[src/sv/dtdac_pkg.sv]
// Package with widths, constants, state type and power-of-ten tables for the DAC code converter.
package dtdac_pkg;

  // Field widths.
  localparam int unsigned CharW     = 8;
  localparam int unsigned CodeW     = 12;
  localparam int unsigned TdataInW  = 8;
  localparam int unsigned TdataOutW = 16;

  // Datapath widths.
  localparam int unsigned MagW   = 4;
  localparam int unsigned FracW  = 17;
  localparam int unsigned FcntW  = 3;
  localparam int unsigned WertW  = 21;
  localparam int unsigned DenW   = 19;
  localparam int unsigned RemW   = WertW + 10;
  localparam int unsigned QcntW  = 4;

  // Parameter defaults.
  localparam int unsigned MaxCharsDef     = 12;
  localparam int unsigned MaxFracDigitsDef = 5;

  // Character codes.
  localparam logic [CharW-1:0] ChPoint = 8'h2E;
  localparam logic [CharW-1:0] ChComma = 8'h2C;
  localparam logic [CharW-1:0] ChMinus = 8'h2D;
  localparam logic [CharW-1:0] ChZero  = 8'h30;
  localparam logic [CharW-1:0] ChNine  = 8'h39;

  // Magnitude limits and result codes.
  localparam logic [MagW-1:0]  MagClip  = 4'd10;
  localparam logic [MagW-1:0]  MagMax   = 4'd9;
  localparam logic [CodeW-1:0] CodeFull = 12'hFFF;
  localparam logic [CodeW-1:0] CodeZero = 12'h000;

  // Sequencer states.
  typedef enum logic [1:0] {
    ST_IDLE,
    ST_CALC,
    ST_DIV,
    ST_FIN
  } dtdac_state_e;

  // Ten to the power of the kept fraction digit count.
  function automatic logic [FracW-1:0] pow10(input logic [FcntW-1:0] k);
    logic [FracW-1:0] p;
    unique case (k)
      3'd0:    p = 17'd1;
      3'd1:    p = 17'd10;
      3'd2:    p = 17'd100;
      3'd3:    p = 17'd1000;
      3'd4:    p = 17'd10000;
      3'd5:    p = 17'd100000;
      default: p = 17'd1;
    endcase
    return p;
  endfunction

  // Divisor five times ten to the k.
  function automatic logic [DenW-1:0] den5(input logic [FcntW-1:0] k);
    logic [DenW-1:0] p;
    unique case (k)
      3'd0:    p = 19'd5;
      3'd1:    p = 19'd50;
      3'd2:    p = 19'd500;
      3'd3:    p = 19'd5000;
      3'd4:    p = 19'd50000;
      3'd5:    p = 19'd500000;
      default: p = 19'd5;
    endcase
    return p;
  endfunction

endpackage

[src/sv/decimal_text_to_dac_code.sv]
// Top level: parses a decimal voltage text and converts it to a 12-bit DAC code.
// Non-final characters are accepted back to back. The final character starts a sequence of
// a setup state, a shared compare-and-subtract divider that yields one quotient bit per step
// for all 12 code bits, and a load state; a clipped text skips the divider. The input is not
// ready until the code is loaded, and a stalled result output holds the load state.
// Reset (asynchronous, active low) clears the parse state, the sequencer and output valid.
module decimal_text_to_dac_code
  import dtdac_pkg::*;
#(
  parameter int unsigned MAX_CHARS       = MaxCharsDef,
  parameter int unsigned MAX_FRAC_DIGITS = MaxFracDigitsDef
) (
  input  logic                 clk_i,
  input  logic                 rst_ni,
  input  logic                 s_axis_tvalid,
  output logic                 s_axis_tready,
  input  logic [TdataInW-1:0]  s_axis_tdata,   // [7:0] char_code
  input  logic                 s_axis_tlast,   // last_char
  output logic                 m_axis_tvalid,
  input  logic                 m_axis_tready,
  output logic [TdataOutW-1:0] m_axis_tdata,   // [11:0] dac_code, [15:12] zero
  output logic                 m_axis_tuser    // [0] clipped
);

  localparam int unsigned IdxW = $clog2(MAX_CHARS + 1);
  localparam logic [IdxW-1:0]  MaxIdx  = IdxW'(MAX_CHARS);
  localparam logic [FcntW-1:0] MaxFrac = FcntW'(MAX_FRAC_DIGITS);
  localparam logic [QcntW-1:0] QLast   = QcntW'(CodeW - 1);

  dtdac_state_e state_q, state_d;

  logic             neg_q, neg_d;
  logic [MagW-1:0]  mag_q, mag_d;
  logic             icl_q, icl_d;
  logic             pnt_q, pnt_d;
  logic [FracW-1:0] fv_q, fv_d;
  logic [FcntW-1:0] fc_q, fc_d;
  logic             fcl_q, fcl_d;
  logic [IdxW-1:0]  idx_q, idx_d;

  logic [RemW-1:0]  rem_q, rem_d;
  logic [RemW-1:0]  dsh_q, dsh_d;
  logic [CodeW-1:0] quo_q, quo_d;
  logic [QcntW-1:0] qcnt_q, qcnt_d;
  logic [CodeW-1:0] res_q, res_d;
  logic             clip_q, clip_d;

  logic             ovalid_q, ovalid_d;
  logic [CodeW-1:0] ocode_q, ocode_d;
  logic             oclip_q, oclip_d;

  logic in_acc;
  logic out_free;
  logic is_clip;

  assign in_acc   = s_axis_tvalid && s_axis_tready;
  assign out_free = !ovalid_q || m_axis_tready;
  assign is_clip  = (mag_q > MagMax);

  // Next state of the sequencer.
  always_comb begin
    state_d = state_q;
    unique case (state_q)
      ST_IDLE: begin
        if (in_acc && s_axis_tlast) begin
          state_d = ST_CALC;
        end
      end
      ST_CALC: begin
        state_d = is_clip ? ST_FIN : ST_DIV;
      end
      ST_DIV: begin
        if (qcnt_q == '0) begin
          state_d = ST_FIN;
        end
      end
      ST_FIN: begin
        if (out_free) begin
          state_d = ST_IDLE;
        end
      end
      default: state_d = ST_IDLE;
    endcase
  end

  // Handshake outputs.
  always_comb begin
    s_axis_tready = (state_q == ST_IDLE);
    m_axis_tvalid = ovalid_q;
    m_axis_tdata  = {{(TdataOutW - CodeW){1'b0}}, ocode_q};
    m_axis_tuser  = oclip_q;
  end

  // Character parser: update of the text state for one accepted character.
  always_comb begin
    logic             digit;
    logic [3:0]       dval;
    logic             point;
    logic [6:0]       iv;
    logic [FracW+2:0] fvx;

    digit = (s_axis_tdata >= ChZero) && (s_axis_tdata <= ChNine);
    dval  = s_axis_tdata[3:0];
    point = (s_axis_tdata == ChPoint) || (s_axis_tdata == ChComma);
    iv    = {mag_q, 3'b000} + {2'b00, mag_q, 1'b0} + {3'b000, dval};
    fvx   = {fv_q, 3'b000} + {2'b00, fv_q, 1'b0} + {{(FracW - 1){1'b0}}, dval};

    neg_d = neg_q;
    mag_d = mag_q;
    icl_d = icl_q;
    pnt_d = pnt_q;
    fv_d  = fv_q;
    fc_d  = fc_q;
    fcl_d = fcl_q;
    idx_d = idx_q;

    if (state_q == ST_IDLE) begin
      if (in_acc && (idx_q < MaxIdx)) begin
        idx_d = idx_q + 1'b1;
        if (point) begin
          icl_d = 1'b1;
          pnt_d = 1'b1;
          fv_d  = '0;
          fc_d  = '0;
          fcl_d = 1'b0;
        end else begin
          // Integer run: leading digits after an optional sign.
          if (!icl_q) begin
            if (digit) begin
              mag_d = (iv > 7'd9) ? MagClip : iv[MagW-1:0];
            end else if ((s_axis_tdata == ChMinus) && (idx_q == '0)) begin
              neg_d = 1'b1;
            end else begin
              icl_d = 1'b1;
            end
          end
          // Fraction run after the last point.
          if (pnt_q && !fcl_q) begin
            if (digit) begin
              if (fc_q < MaxFrac) begin
                fv_d = fvx[FracW-1:0];
                fc_d = fc_q + 1'b1;
              end
            end else begin
              fcl_d = 1'b1;
            end
          end
        end
      end
    end else if ((state_q == ST_FIN) && out_free) begin
      // Text done: back to the empty state.
      neg_d = 1'b0;
      mag_d = '0;
      icl_d = 1'b0;
      pnt_d = 1'b0;
      fv_d  = '0;
      fc_d  = '0;
      fcl_d = 1'b0;
      idx_d = '0;
    end
  end

  // Setup of the dividend and the shared divider steps.
  always_comb begin
    logic [FracW-1:0]  pot;
    logic [4:0]        fac;
    logic [WertW:0]    prod;
    logic [WertW-1:0]  wert;
    logic [RemW-1:0]   diff;
    logic              ge;

    pot  = pow10(fc_q);
    fac  = neg_q ? (5'd10 - {1'b0, mag_q}) : (5'd10 + {1'b0, mag_q});
    prod = (WertW + 1)'(fac * pot);
    wert = neg_q ? WertW'(prod - {{(WertW + 1 - FracW){1'b0}}, fv_q})
                 : WertW'(prod + {{(WertW + 1 - FracW){1'b0}}, fv_q});
    ge   = (rem_q >= dsh_q);
    diff = rem_q - dsh_q;

    rem_d  = rem_q;
    dsh_d  = dsh_q;
    quo_d  = quo_q;
    qcnt_d = qcnt_q;
    res_d  = res_q;
    clip_d = clip_q;

    unique case (state_q)
      ST_CALC: begin
        rem_d  = {wert, 10'b0};
        dsh_d  = {1'b0, den5(fc_q), 11'b0};
        quo_d  = '0;
        qcnt_d = QLast;
        clip_d = is_clip;
        res_d  = neg_q ? CodeZero : CodeFull;
      end
      ST_DIV: begin
        // One quotient bit per cycle, most significant first.
        if (ge) begin
          rem_d = diff;
        end
        quo_d  = {quo_q[CodeW-2:0], ge};
        dsh_d  = dsh_q >> 1;
        qcnt_d = qcnt_q - 1'b1;
        if (qcnt_q == '0) begin
          res_d = {quo_q[CodeW-2:0], ge};
        end
      end
      default: begin
      end
    endcase
  end

  // Output register: holds a result until it is taken.
  always_comb begin
    ovalid_d = ovalid_q;
    ocode_d  = ocode_q;
    oclip_d  = oclip_q;
    if (ovalid_q && m_axis_tready) begin
      ovalid_d = 1'b0;
    end
    if ((state_q == ST_FIN) && out_free) begin
      ovalid_d = 1'b1;
      ocode_d  = res_q;
      oclip_d  = clip_q;
    end
  end

  // Control registers.
  always_ff @(posedge clk_i or negedge rst_ni) begin
    if (!rst_ni) begin
      state_q  <= ST_IDLE;
      ovalid_q <= 1'b0;
      neg_q    <= 1'b0;
      mag_q    <= '0;
      icl_q    <= 1'b0;
      pnt_q    <= 1'b0;
      fv_q     <= '0;
      fc_q     <= '0;
      fcl_q    <= 1'b0;
      idx_q    <= '0;
      qcnt_q   <= '0;
    end else begin
      state_q  <= state_d;
      ovalid_q <= ovalid_d;
      neg_q    <= neg_d;
      mag_q    <= mag_d;
      icl_q    <= icl_d;
      pnt_q    <= pnt_d;
      fv_q     <= fv_d;
      fc_q     <= fc_d;
      fcl_q    <= fcl_d;
      idx_q    <= idx_d;
      qcnt_q   <= qcnt_d;
    end
  end

  // Payload registers.
  always_ff @(posedge clk_i) begin
    rem_q   <= rem_d;
    dsh_q   <= dsh_d;
    quo_q   <= quo_d;
    res_q   <= res_d;
    clip_q  <= clip_d;
    ocode_q <= ocode_d;
    oclip_q <= oclip_d;
  end

endmodule
[config.mk]
export PLATFORM = sky130hd
export DESIGN_NAME = decimal_text_to_dac_code
export DESIGN_NICKNAME = d
export VERILOG_FILES = /design/src/sv/dtdac_pkg.sv /design/src/sv/decimal_text_to_dac_code.sv
export SDC_FILE = /design/constraint.sdc
export NUM_CORES = 1
export LEC_CHECK = 0
export ABC_AREA = 1
export BUFFER_PORTS_ARGS = -buffer_cell sky130_fd_sc_hd__buf_2
export CORE_MARGIN = 2
export CORE_UTILIZATION = 65
export DETAILED_ROUTE_END_ITERATION = 6
export PLACE_DENSITY = 0.82
export SYNTH_ARGS = -nofsm -noshare
export SYNTH_HDL_FRONTEND = slang
export SYNTH_SLANG_ARGS = --single-unit
[constraint.sdc]
create_clock -name clk_i -period 7.2 [get_ports clk_i]
set_input_delay 1.8 -clock clk_i [delete_from_list [all_inputs] [get_ports clk_i]]
set_output_delay 1.8 -clock clk_i [all_outputs]
set_load 0.02 [all_outputs]
Word level (Yosys, flattened, before mapping)

Cells that the tools add are included.
Widths: inputs -> output; s select.

Latch bits: 0
ROM bits: 0
Memory bits (writable): 0
Flip-flop bits (word level): 138
Memories kept: 0

$lt $le $gt $ge: 7
Multiplexer cells: 63
Reductions and logical operators: 27
Shifts and indexed selects: 0
Div/mod/pow operators: 0
Bitwise logic cells: 0
Add/subtract/negate cells: 12
Multiply operators: 1
Eq/ne operators: 26

Operators with widths:

| operator           | count |
|---|---|
| $pmux 31 s2        | 2 |
| $mux 17            | 7 |
| $pmux 19 s5        | 1 |
| $pmux 17 s5        | 1 |
| $mux 4             | 9 |
| $ge 31x31->1       | 1 |
| $mux 31            | 1 |
| $sub 31x31->31     | 1 |
| $eq 8x6->1 const B | 3 |
| $mux 1             | 24 |
| $mux 12            | 2 |
| $pmux 12 s2        | 1 |
| $pmux 11 s2        | 1 |
| $add 21x17->21     | 1 |
| $mul 5x17->21      | 1 |
| $mux 21            | 1 |
| $mux 3             | 7 |
| $sub 21x17->21     | 1 |
| $add 17x17->17     | 1 |
| $add 17x4->17      | 1 |
| $ne 2x2->1 const B | 6 |
| $ne 2x1->1 const B | 5 |
| $reduce_and 5->1   | 2 |
| $ne 3x1->1 const B | 3 |
| 33 further kinds   | 53 |

Longest topological paths before layout

Gate-level depths: netlist of run 1.

Word-level depth: 9
Mapped depth: 36
Depth with buffers taken out: 36

Worst setup path before layout of run 1

Ideal clock, no wire load.

Path kind: reg2reg
Start: reg fc_q[0]
End: reg rem_q[28], data pin
Arrival: 5.560 ns
Slack: 1.379 ns
Stages on the path, launching flop included: 31
Clock period less this slack: 5.821 ns
Library setup time: 0.261 ns
Path through: dfrtp_1 inv_1 ha_1 nand2_1 inv_1 nor2_1 inv_1 nor2_1 nand2_2 inv_1 nand2_1 fa_1 fa_1 fa_1 inv_1 ha_1 a21oi_1 o21ai_1 a21oi_1 o21ai_0 nand3_1 nand2_1 xor2_1 ha_1 nand2_1 nor4_1 nand4_1 nand3_1 nand2_1 nand3_1 o21ai_0

Cells in the longest elaborated chain, start to end: 6
Elaborated cells on any way between the ends: 11
Those cells by class: add/sub: 2; mul: 1; eq/ne: 5; mux: 3

Ends and longest elaborated chain:

| what                                                    | RTL line                                                         | text |
|---|---|---|
| start: declaration                                      | decimal_text_to_dac_code.sv:37                                   | `logic [FcntW-1:0] fc_q, fc_d;` |
| start signal: assignment                                | decimal_text_to_dac_code.sv:238                                  | `fc_q <= '0;` |
| start signal: assignment                                | decimal_text_to_dac_code.sv:250                                  | `fc_q <= fc_d;` |
| $eq 3x3->1 (tied with other cells)                      | dtdac_pkg.sv:47                                                  | `unique case (k)` |
| $pmux 17 s5 (*)                                         | dtdac_pkg.sv:47                                                  |  |
| $mul 5x17->21 (*)                                       | decimal_text_to_dac_code.sv:174                                  | `prod = (WertW + 1)'(fac * pot);` |
| $add 21x17->21 / $sub 21x17->21 (equally long branches) | decimal_text_to_dac_code.sv:176, decimal_text_to_dac_code.sv:175 |  |
| $mux 21 (*)                                             | decimal_text_to_dac_code.sv:175                                  | `wert = neg_q ? WertW'(prod - {{(WertW + 1 - FracW){1'b0}}, fv_q})` |
| $pmux 31 s2 (*)                                         | decimal_text_to_dac_code.sv:187                                  | `unique case (state_q)` |
| named net rem_d[28]                                     | decimal_text_to_dac_code.sv:41                                   | `logic [RemW-1:0] rem_q, rem_d;` |
| end signal: assignment                                  | decimal_text_to_dac_code.sv:259                                  | `rem_q <= rem_d;` |
| end: declaration                                        | decimal_text_to_dac_code.sv:41                                   |  |

Mark *: on every way through the listed nets, which the timed path passes. The rest lies on a longest branch.
A chain may end at the register's enable or synchronous reset.

Worst setup path in the final report of run 1

Same ends and word-level chain as after synthesis.

==> summary.txt, run 1 <==
Outcome
  • Outcome: finished, violations left
  • Failing checks: design-rule violations

Clock tree
  • H-tree depth: 4
  • Clock sinks: ~140
  • Hold_buf cts: 0
  • Clock transition at path regs: roughly 0.07 ns
  • Postcts setup bufs: 0
  • Clock buffer count from CTS: 17
  • Worst skew pair latency: around 0.44 ns
  • CTS max path bufs: 2
  • CTS tree: yes
  • Clock root buffer: clkbuf_16

Synthesis
  • #FFs+latches synth: 137
  • Mapped Area: 12500 um2
  • Post-synth ARST share: 0.285
  • Post-synthesis sequential area ratio: 0.314
  • Synth cell types: 49
  • EDFF count, synth: between 90 and 100
  • Post-synthesis instance total: roughly 1600
  • Synthesized area per cell: 7.65 um2
  • Prevailing post-synth register cell: edfxtp_1
  • Synth warnings: 0

STA
  • Slew at the pin closest to its max-slew limit: roughly 1.1 ns
  • Hold_ws: approximately 0.42 ns
  • Worst Skew: 0.0168 ns
  • Period utilisation layout: 0.932
  • Final Hold Vio Count: 0
  • Fmax: roughly 0.15 GHz
  • Setup WS post-layout: 0.489 ns
  • Slew HR: 0.245
  • # setup viols final: 0
  • Post-layout min period: ~6.7 ns
  • RSZ-0062 raised after global routing: yes
  • Max Slew Vio Count: 0

Power and ir drop
  • Sw Share: 0.519
  • Pwr dens: 481 nW/um2
  • Max IR drop VDD: roughly 250 uV
  • Clock Power Share: 0.137
  • Pint: between 3000 and 4000 uW
  • Sequential power share: 0.240
  • P_sw: 3370 uW
  • Logic pwr share: 0.623
  • Static leakage: a little under 0.007 uW

Drt
  • Drt drc: 22
  • Routed via count: between 10000 and 15000
  • Pre-Repair DR Iteration Count: 7
  • DRT Wirelength: between 30 and 40 mm
  • Number of DRC markers in iteration 0: 974
  • Detailed-route vias per instance: between 5 and 6
  • Routed WL per cell: roughly 17 um
  • Number of routed nets with antenna violations: 0

Worst setup path
  • CP Capture Type: register
  • Crit path max fanout: 6
  • WS Path Type: reg2reg
  • CP arrival: between 6 and 7 ns
  • Most used cell, CP: inv_1
  • Highest-delay cell along the critical path: fa_1
  • Worst path required time: roughly 7.4 ns
  • Element type at the critical path start: register
  • Crit path largest cell delay: 0.51 ns

Placed design
  • HPWL Detailed: approximately 25 mm
  • Port Buffer Count: 27
  • DP Worst Slack: approximately 0.49 ns
  • Final Wtd Congestion: between 1 and 1.5
  • Placed inst area: between 10000 and 15000 um2

Finish
  • Share of layout cells above drive strength 1: 0.0573
  • Commonest non-fill, non-tap cell in the layout: nand2_1
  • Inserted Diodes: 0
  • Fillers: ~1400
  • Layout Area Growth over Synthesis: 8.09%
  • Final nets: 1856
  • Design Area, Final: between 10000 and 15000 um2
  • Commonest cells after routing, fill and taps aside: 330 x nand2_1, 272 x inv_1, 179 x nor2_1

Global route
  • Tot GR Track Use: 0.322
  • First-pass GRT wire length: just over 50 mm
  • Vias in the first global route: 10500
  • Largest net degree at the start of global routing: 69
  • Remaining Overflow, GRT: 0
  • Initial antenna violation count: 0

Floorplan
  • Die Ht: 143 um
  • Initial core utilization: 0.665
  • Site Rows: 50
  • Core area: around 19000 um2
  • Die Area: a little over 20000 um2
  • Die width: 143 um
  • # IOs: 32

Hold path
  • Worst Hold Class: reg2reg

Flow run
  • Max-Cap Viols: 0
## cells in the mapped netlist (19+ instances only)
master    count  area (um2)
dfrtp_1      39         976
o21ai_0     125         626
nand2_1     330        1240
inv_1       272        1020
a21oi_1     127         636
xor2_1       35         307
ha_1        145        1810
fa_1         35         701
nand3_1      69         345
nor2_1      179         672
edfxtp_1     98        2940
nor3_1       19        95.1
## layout make-up
class                           count  area, um2  area share
Multi-Input combinational cell   1196       7440       0.552
Sequential cell                   137       3920       0.291
Inverter                          277       1040      0.0775
Clock buffer                       17        425      0.0315
Tap cell                          234        293      0.0217
Timing Repair Buffer               34        188      0.0139
Clock inverter                     15        176      0.0131
## per-stage QoR
step / std cells / TNS (ns) / power (uW) / util
detailed placement: 1878 / 0 / 5430 / 0.685
global route: 1910 / -0.0135 / 6980 / 0.719
CTS: 1910 / 0 / 6370 / 0.717
finish: 1910 / 0 / 6490 / 0.719
floorplan: 1634 / 0 / 4360 / -
global placement: 1878 / 0 / 5300 / 0.685
## cells by family after synthesis
logic type | share of synthesized area
other | 0.000301
and+or+nand+nor | 0.214
xor gates and xnor gates | 0.0372
muxes | 0.00160
DFF | 0.314
buffers and inverters | 0.0928
adders and majority gates | 0.202
AOI/OAI and AO/OA | 0.139
## critical path, delay by kind of cell, from the launching register on
| family | cells | cell delay, ns |
|---|---|---|
| AOI/OAI and AO/OA | 8 | 1.72 |
| xor gates and xnor gates | 1 | 0.15 |
| adders and majority gates | 6 | 2.48 |
| buffers and inverters | 5 | 0.53 |
| DFF | 1 | 0.38 |
| and+or+nand+nor | 9 | 1.16 |
## final timing paths
check | from | to | slack [ns] | depth (start not counted)
max in group asynchronous | rst_ni | fv_q[0] | 5.10 | 1
min reg2reg | res_q[8] | ocode_q[8] | 0.42 | 0
min in group asynchronous | rst_ni | m_axis_tvalid | 1.51 | 1
max reg2reg | fc_q[0] | rem_q[28] | 0.49 | 29
max | fc_q[0] | rem_q[28] | 0.49 | 29
min | res_q[8] | ocode_q[8] | 0.42 | 0
## layer usage
layer	vias to the layer above	GRT usage	part of all wire
li1	5433	-	-
met1	5234	0.434	0.43
met2	458	0.530	0.47
met3	65	0.0485	0.072
met4	0	0.114	0.029
met5	-	0	0
## repair_timing
| item | CTS | global route |
|---|---|---|
| resized for setup | 0 | 4 |
| endpoints found under the hold margin | 0 | 0 |
| setup endpoints to repair | 0 | 3 |
## power groups by stage
stage	registers, uW	clock network, uW	logic (uW)
floorplan	1540	0	2820
global placement	1550	0	3750
detailed placement	1570	0	3860
CTS	1560	890	3920
global route	1590	917	4470
finish	1560	886	4040
## flip-flops by register name, indices dropped and copies added, names as in the netlist, 2 cells and up
register / flops
mag_q: 4
ocode_q: 12
fc_q: 3
rem_q: 31
qcnt_q: 4
res_q: 12
quo_q: 11
state_q: 2
fv_q: 17
idx_q: 4
dsh_q: 30
(Power assumes the default switching activity.)
==> inputs of run 2 (changes only) <==
--- a/config.mk
+++ b/config.mk
@@ -11,6 +11,7 @@
 export CORE_UTILIZATION = 65
 export DETAILED_ROUTE_END_ITERATION = 6
 export PLACE_DENSITY = 0.82
+export SETUP_SLACK_MARGIN = 0.5
 export SYNTH_ARGS = -nofsm -noshare
 export SYNTH_HDL_FRONTEND = slang
 export SYNTH_SLANG_ARGS = --single-unit
==> run 2 against run 1 <==
The flow still finishes with violations (design-rule violations). Clock-buffer cell count unchanged. Worst setup slack better by 0.36 ns. Critical endpoint unchanged. Cell area up 0.93%. Hold slack worse by 0.0023 ns. Register-to-register slack better by 0.36 ns. Largest cell class unchanged. Routed wire length up 0.92%.
==> summary.txt, run 2 (same netlist as run 1, synthesis figures left out) <==
Floorplan
  • Die Area: 20300 um2 (unchanged)
  • # IOs: 32 (unchanged)
  • Die Ht: 143 um (unchanged)
  • Initial core utilization: 0.665 (unchanged)
  • Die width: 143 um (unchanged)
  • Site Rows: 50 (unchanged)
  • Core area: 18800 um2 (unchanged)

STA
  • Slew HR: 0.245 (about the same)
  • Final Hold Vio Count: 0 (unchanged)
  • Setup WS post-layout: 0.846 ns (was 0.489 ns)
  • Period utilisation layout: 0.882 (was 0.932)
  • Fmax: 0.157 GHz (was 0.149 GHz)
  • RSZ-0062 raised after global routing: yes (unchanged)
  • # setup viols final: 0 (unchanged)
  • Setup TNS: 0 ns (unchanged)
  • Post-layout min period: 6.35 ns (was 6.71 ns)
  • Max Slew Vio Count: 0 (unchanged)
  • Slew at the pin closest to its max-slew limit: 1.13 ns (about the same)
  • Worst Skew: 0.0162 ns (was 0.0168 ns)

Worst setup path
  • Crit path largest cell delay: 0.51 ns (about the same)
  • CP Capture Type: register (unchanged)
  • Highest-delay cell along the critical path: fa_1 (unchanged)
  • Reg2reg setup slack: 0.85 ns (was 0.49 ns)
  • Worst path required time: 7.38 ns (about the same)
  • CP arrival: 6.53 ns (was 6.89 ns)
  • WS Path Type: reg2reg (unchanged)
  • Element type at the critical path start: register (unchanged)
  • Crit path max fanout: 12 (was 6)

Placed design
  • HPWL Detailed: 24.7 mm (unchanged)
  • Final Wtd Congestion: 1.07 (unchanged)
  • DP Worst Slack: 0.488 ns (unchanged)
  • Port Buffer Count: 27 (unchanged)

Global route
  • Tot GR Track Use: 0.322 (about the same)
  • Remaining Overflow, GRT: 0 (unchanged)
  • Initial antenna violation count: 0 (unchanged)
  • First-pass GRT wire length: 51.5 mm (about the same)
  • Vias in the first global route: 10500 (about the same)
  • Largest net degree at the start of global routing: 69 (unchanged)

Drt
  • Pre-Repair DR Iteration Count: 7 (unchanged)
  • Detailed-route vias per instance: 5.89 (was 5.86)
  • Number of DRC markers in iteration 0: 1104 (was 974)
  • Routed via count: 11300 (was 11200)
  • Number of routed nets with antenna violations: 0 (unchanged)
  • DRT Wirelength: 32.3 mm (was 32.0 mm)
  • Routed WL per cell: 16.9 um (was 16.8 um)
  • Drt drc: 26 (was 22)

Finish
  • Share of layout cells above drive strength 1: 0.0750 (was 0.0573)
  • Top Registers: rem_q x31, dsh_q x30, fv_q x17 (unchanged)
  • Final nets: 1861 (was 1856)
  • Fillers: 1424 (was 1435)
  • Inserted Diodes: 0 (unchanged)
  • Layout Area Growth over Synthesis: 9.10% (was 8.09%)
  • Commonest non-fill, non-tap cell in the layout: nand2_1 (unchanged)
  • Most flops, register: rem_q (unchanged)
  • Largest register FFs: 31 (unchanged)
  • Commonest cells after routing, fill and taps aside: 327 x nand2_1, 269 x inv_1, 175 x nor2_1 (was 330 x nand2_1, 272 x inv_1, 179 x nor2_1)

Power and ir drop
  • Static leakage: 0.00688 uW (was 0.00685 uW)
  • Pwr dens: 481 nW/um2 (about the same)
  • Max IR drop VDD: 249 uV (was 252 uV)
  • Total power: 6550 uW (was 6490 uW)

Clock tree
  • Clock sinks: 137 (unchanged)
  • Clock transition at path regs: 0.07 ns (about the same)
  • Clock buffer count from CTS: 17 (unchanged)
  • Hold_buf cts: 0 (unchanged)
  • Clock root buffer: clkbuf_16 (unchanged)
  • CTS tree: yes (unchanged)
  • CTS max path bufs: 2 (unchanged)
  • Worst skew pair latency: 0.44 ns (about the same)
  • H-tree depth: 4 (unchanged)

Outcome
  • Outcome: finished, violations left (unchanged)
  • Failing checks: design-rule violations (unchanged)

Hold path
  • Worst Hold Class: reg2reg (unchanged)

Flow run
  • Max-Cap Viols: 0 (unchanged)
## run 2: cell count changes in the layout (fill, tap and decap cells not counted), sizes merged
cell / before / now
buf: 34 / 39
## run 2: final cells by class
class                      count  area [um2]  area share
tap                          234         293      0.0215
timing repair buffer          39         225      0.0165
sequential                   137        3920       0.288
clock buffer                  17         425      0.0313
inverter                     277        1040      0.0768
clock inverter                15         176      0.0130
multi-input combinational   1196        7520       0.553
## run 2: timing repair
item	4_1_cts	5_1_grt
pin swaps	0	6
hold endpoints to repair	0	0
setup buffers	0	5
setup endpoints to repair	2	11
gates resized for setup	2	34
## run 2: final timing paths
| path | from | to | depth (start not counted) |
|---|---|---|---|
| worst max-delay path | mag_q[2] | rem_q[28] | 26 |
| worst min-delay path | res_q[8] | ocode_q[8] | 0 |
| worst max register to register | mag_q[2] | rem_q[28] | 26 |
| worst min register to register | res_q[8] | ocode_q[8] | 0 |
| max in group asynchronous | rst_ni | mag_q[0] | 1 |
| min in group asynchronous | rst_ni | m_axis_tvalid | 1 |
## run 2: metal layers
| metal | wire length, um | global-route usage |
|---|---|---|
| met2 | 15300 | 0.530 |
| met5 | 0 | 0 |
| met3 | 2400 | 0.0485 |
| met1 | 13700 | 0.434 |
| met4 | 912 | 0.114 |
## run 2: power breakdown
group	leakage, uW	switching, uW	internal [uW]
Sequential	0.00145	154	1400
Combinational	0.00514	2840	1270
Clock	0.000287	417	468
## run 2: critical path: cells and delay by family (launching register included)
kind	cells	cell delay (ns)
fa+ha+maj	6	2.40
xor+xnor	2	0.21
simple gates	6	0.83
buf+inv	3	0.33
compound gates	9	1.86
flops	1	0.44
## run 2: stage by stage
| stage | cell area [um2] | hold WS, ns | cells | util |
|---|---|---|---|---|
| after floorplan | 12500 | 0.400 | 1634 | - |
| after global placement | 12900 | 0.401 | 1878 | 0.685 |
| after detailed placement | 12900 | 0.405 | 1878 | 0.685 |
| after CTS | 13500 | 0.422 | 1910 | 0.718 |
| after global routing | 13600 | 0.430 | 1915 | 0.725 |
| final | 13600 | 0.417 | 1915 | 0.725 |
==> inputs of run 3 (changes only) <==
--- a/config.mk
+++ b/config.mk
@@ -6,11 +6,12 @@
 export NUM_CORES = 1
 export LEC_CHECK = 0
 export ABC_AREA = 1
+export ABC_CLOCK_PERIOD_IN_PS = 7700
 export BUFFER_PORTS_ARGS = -buffer_cell sky130_fd_sc_hd__buf_2
 export CORE_MARGIN = 2
-export CORE_UTILIZATION = 65
+export CORE_UTILIZATION = 70
 export DETAILED_ROUTE_END_ITERATION = 6
-export PLACE_DENSITY = 0.82
+export PLACE_DENSITY = 0.88
 export SETUP_SLACK_MARGIN = 0.5
 export SYNTH_ARGS = -nofsm -noshare
 export SYNTH_HDL_FRONTEND = slang
==> constraint.sdc (replaced) <==
create_clock -name clk_i -period 7.7 [get_ports clk_i]
set_input_delay 1.925 -clock clk_i [delete_from_list [all_inputs] [get_ports clk_i]]
set_output_delay 1.925 -clock clk_i [all_outputs]
set_load 0.02 [all_outputs]
==> run 3 against run 2 <==
The run now ends clean. Cell area shrank 1.3%. Critical path depth grew 6. Sequential power shrank 6%. Clock skew shrank 0.0024 ns. Sequential cell count is the same. Final cell count shrank 0.84%. Register-to-register slack is essentially flat. Clock-buffer cell count grew 1. Largest cell class unchanged.
==> summary.txt, run 3 (same netlist as run 1, synthesis figures left out) <==
Floorplan
  • Site Rows: 48 (was 50)
  • Core area: 17400 um2 (was 18800 um2)
  • # IOs: 32 (unchanged)
  • Die Area: 18900 um2 (was 20300 um2)
  • Die width: 138 um (was 143 um)
  • Initial core utilization: 0.719 (was 0.665)
  • Die Ht: 138 um (was 143 um)

Drt
  • Routed WL per cell: 17.6 um (was 16.9 um)
  • Number of DRC markers in iteration 0: 1074 (was 1104)
  • Pre-Repair DR Iteration Count: 6 (was 7)
  • Drt drc: 0 (was 26)
  • Detailed-route vias per instance: 5.96 (was 5.89)
  • DRT Wirelength: 33.4 mm (was 32.3 mm)
  • Number of routed nets with antenna violations: 0 (unchanged)
  • Routed via count: 11300 (about the same)

Clock tree
  • CTS max path bufs: 2 (unchanged)
  • H-tree depth: 4 (unchanged)
  • Clock sinks: 137 (unchanged)
  • Clock transition at path regs: 0.07 ns (about the same)
  • Postcts setup bufs: 0 (unchanged)
  • CTS tree: yes (unchanged)
  • Clock buffer count from CTS: 17 (unchanged)
  • Clock root buffer: clkbuf_16 (unchanged)
  • Worst skew pair latency: 0.43 ns (was 0.44 ns)

Worst setup path
  • CP delay by family, top: adder cells (unchanged)
  • Crit path largest cell delay: 0.55 ns (was 0.51 ns)
  • Highest-delay cell along the critical path: fa_1 (unchanged)
  • Reg2reg end: rem_q[28] (unchanged)
  • WS Path Type: reg2reg (unchanged)
  • Worst path required time: 7.88 ns (was 7.38 ns)
  • Worst Setup SP: fc_q[0] (was mag_q[2])
  • Worst r2r src: fc_q[0] (was mag_q[2])
  • R2r worst-path depth: 32 (was 26)
  • Crit. path cell count: 32 (was 26)
  • Element type at the critical path start: register (unchanged)
  • Crit path max fanout: 6 (was 12)
  • Most used cell, CP: inv_1
  • Reg2reg setup slack: 0.84 ns (was 0.85 ns)
  • Critical path buffers and inverters: 8 (was 3)
  • CP arrival: 7.04 ns (was 6.53 ns)
  • CP Capture Type: register (unchanged)

Finish
  • Final Non-Filler Cells: 1899 (was 1915)
  • Inserted Diodes: 0 (unchanged)
  • Most flops, register: rem_q (unchanged)
  • Register area: 3920 um2 (about the same)
  • Final nets: 1854 (was 1861)
  • Multi-input logic area: 7440 um2 (was 7520 um2)
  • Fillers: 1253 (was 1424)
  • Share of layout cells above drive strength 1: 0.0573 (was 0.0750)
  • Commonest cells after routing, fill and taps aside: 329 x nand2_1, 272 x inv_1, 178 x nor2_1 (was 327 x nand2_1, 269 x inv_1, 175 x nor2_1)
  • Layout Area Growth over Synthesis: 7.69% (was 9.10%)
  • Largest register FFs: 31 (unchanged)
  • Commonest non-fill, non-tap cell in the layout: nand2_1 (unchanged)
  • Top Registers: rem_q x31, dsh_q x30, fv_q x17 (unchanged)

STA
  • Slew HR: 0.252 (was 0.245)
  • Max Slew Vio Count: 0 (unchanged)
  • # setup viols final: 0 (unchanged)
  • Hold_ws: 0.423 ns (was 0.417 ns)
  • Slew at the pin closest to its max-slew limit: 1.12 ns (was 1.13 ns)
  • Setup TNS: 0 ns (unchanged)
  • Final Hold Vio Count: 0 (unchanged)
  • Post-layout min period: 6.86 ns (was 6.35 ns)
  • Period utilisation layout: 0.891 (was 0.882)
  • Worst Skew: 0.0138 ns (was 0.0162 ns)
  • Fmax: 0.146 GHz (was 0.157 GHz)
  • RSZ-0062 raised after global routing: yes (unchanged)

Hold path
  • Worst Hold Class: reg2reg (unchanged)
  • Hold Crit Start: res_q[5] (was res_q[8])
  • Hold path depth: 0 (unchanged)
  • Hold Crit Endpoint: ocode_q[5] (was ocode_q[8])

Global route
  • Largest net degree at the start of global routing: 69 (unchanged)
  • First-pass GRT wire length: 53.1 mm (was 51.5 mm)
  • Initial antenna violation count: 0 (unchanged)
  • Tot GR Track Use: 0.367 (was 0.322)
  • Remaining Overflow, GRT: 0 (unchanged)
  • Vias in the first global route: 10900 (was 10500)

Power and ir drop
  • P_sw: 3180 uW (was 3410 uW)
  • Static leakage: 0.00684 uW (was 0.00688 uW)
  • Max IR drop VDD: 326 uV (was 249 uV)
  • Pint: 2930 uW (was 3140 uW)
  • Logic pwr share: 0.623 (was 0.627)
  • Pwr dens: 455 nW/um2 (was 481 nW/um2)
  • Clock Power Share: 0.136 (was 0.135)
  • Sequential power share: 0.241 (was 0.237)
  • Sw Share: 0.520 (about the same)

Placed design
  • Port Buffer Count: 27 (unchanged)
  • Placed cells: 1867 (was 1878)
  • Final Wtd Congestion: 0.980 (was 1.07)
  • HPWL Detailed: 25.6 mm (was 24.7 mm)

Flow run
  • Max-Cap Viols: 0 (unchanged)

Outcome
  • Outcome: complete, no violations (was finished, violations left)
run 3: worst max-delay path by stage:
stage	end	slack, ns
6_report	rem_q[28]	0.84
5_1_grt	rem_q[28]	0.47
4_1_cts	rem_q[28]	0.67
3_5_place_dp	rem_q[28]	0.72
3_3_place_gp	rem_q[28]	0.93
2_1_floorplan	rem_q[28]	1.88
run 3: what timing repair did:
action,CTS,global route
setup endpoints to repair,0,7
resized for setup,0,7
hold buffers,0,0
run 3: per-stage QoR:
stage | worst slack (ns) | utilization | area (um2) | total power (uW)
2_1_floorplan | 1.88 | - | 12500 | 4080
3_3_place_gp | 0.934 | 0.739 | 12800 | 4980
3_5_place_dp | 0.723 | 0.739 | 12800 | 5090
4_1_cts | 0.670 | 0.773 | 13400 | 5960
5_1_grt | 0.469 | 0.774 | 13400 | 6580
6_report | 0.838 | 0.774 | 13400 | 6110
run 3: cell type report:
cell class | instances | share of cell area
Inverter | 277 | 0.0778
Sequential cell | 137 | 0.292
Timing Repair Buffer | 32 | 0.0129
Clock buffer | 18 | 0.0319
Tap cell | 225 | 0.0210
Clock inverter | 14 | 0.0112
Multi-Input combinational cell | 1196 | 0.554
run 3: power groups by stage:
stage               sequential (uW)  combinational (uW)  clock (uW)
floorplan                      1440                2640           0
global placement               1450                3520           0
detailed placement             1470                3620           0
CTS                            1460                3670         826
global route                   1500                4220         860
finish                         1470                3810         832
run 3: worst reg2reg max path: cells and delay by family (launching register included):
kind | cells | cell delay [ns]
compound gates | 5 | 1.15
buf+inv | 8 | 0.97
xor+xnor | 1 | 0.16
flops | 1 | 0.40
fa+ha+maj | 6 | 2.38
simple gates | 12 | 1.58
run 3: routing by layer:
| layer | wire length, um | GRT usage |
|---|---|---|
| met1 | 13700 | 0.454 |
| met2 | 15800 | 0.595 |
| met3 | 2180 | 0.0791 |
| met4 | 1700 | 0.209 |
| met5 | 0 | 0 |
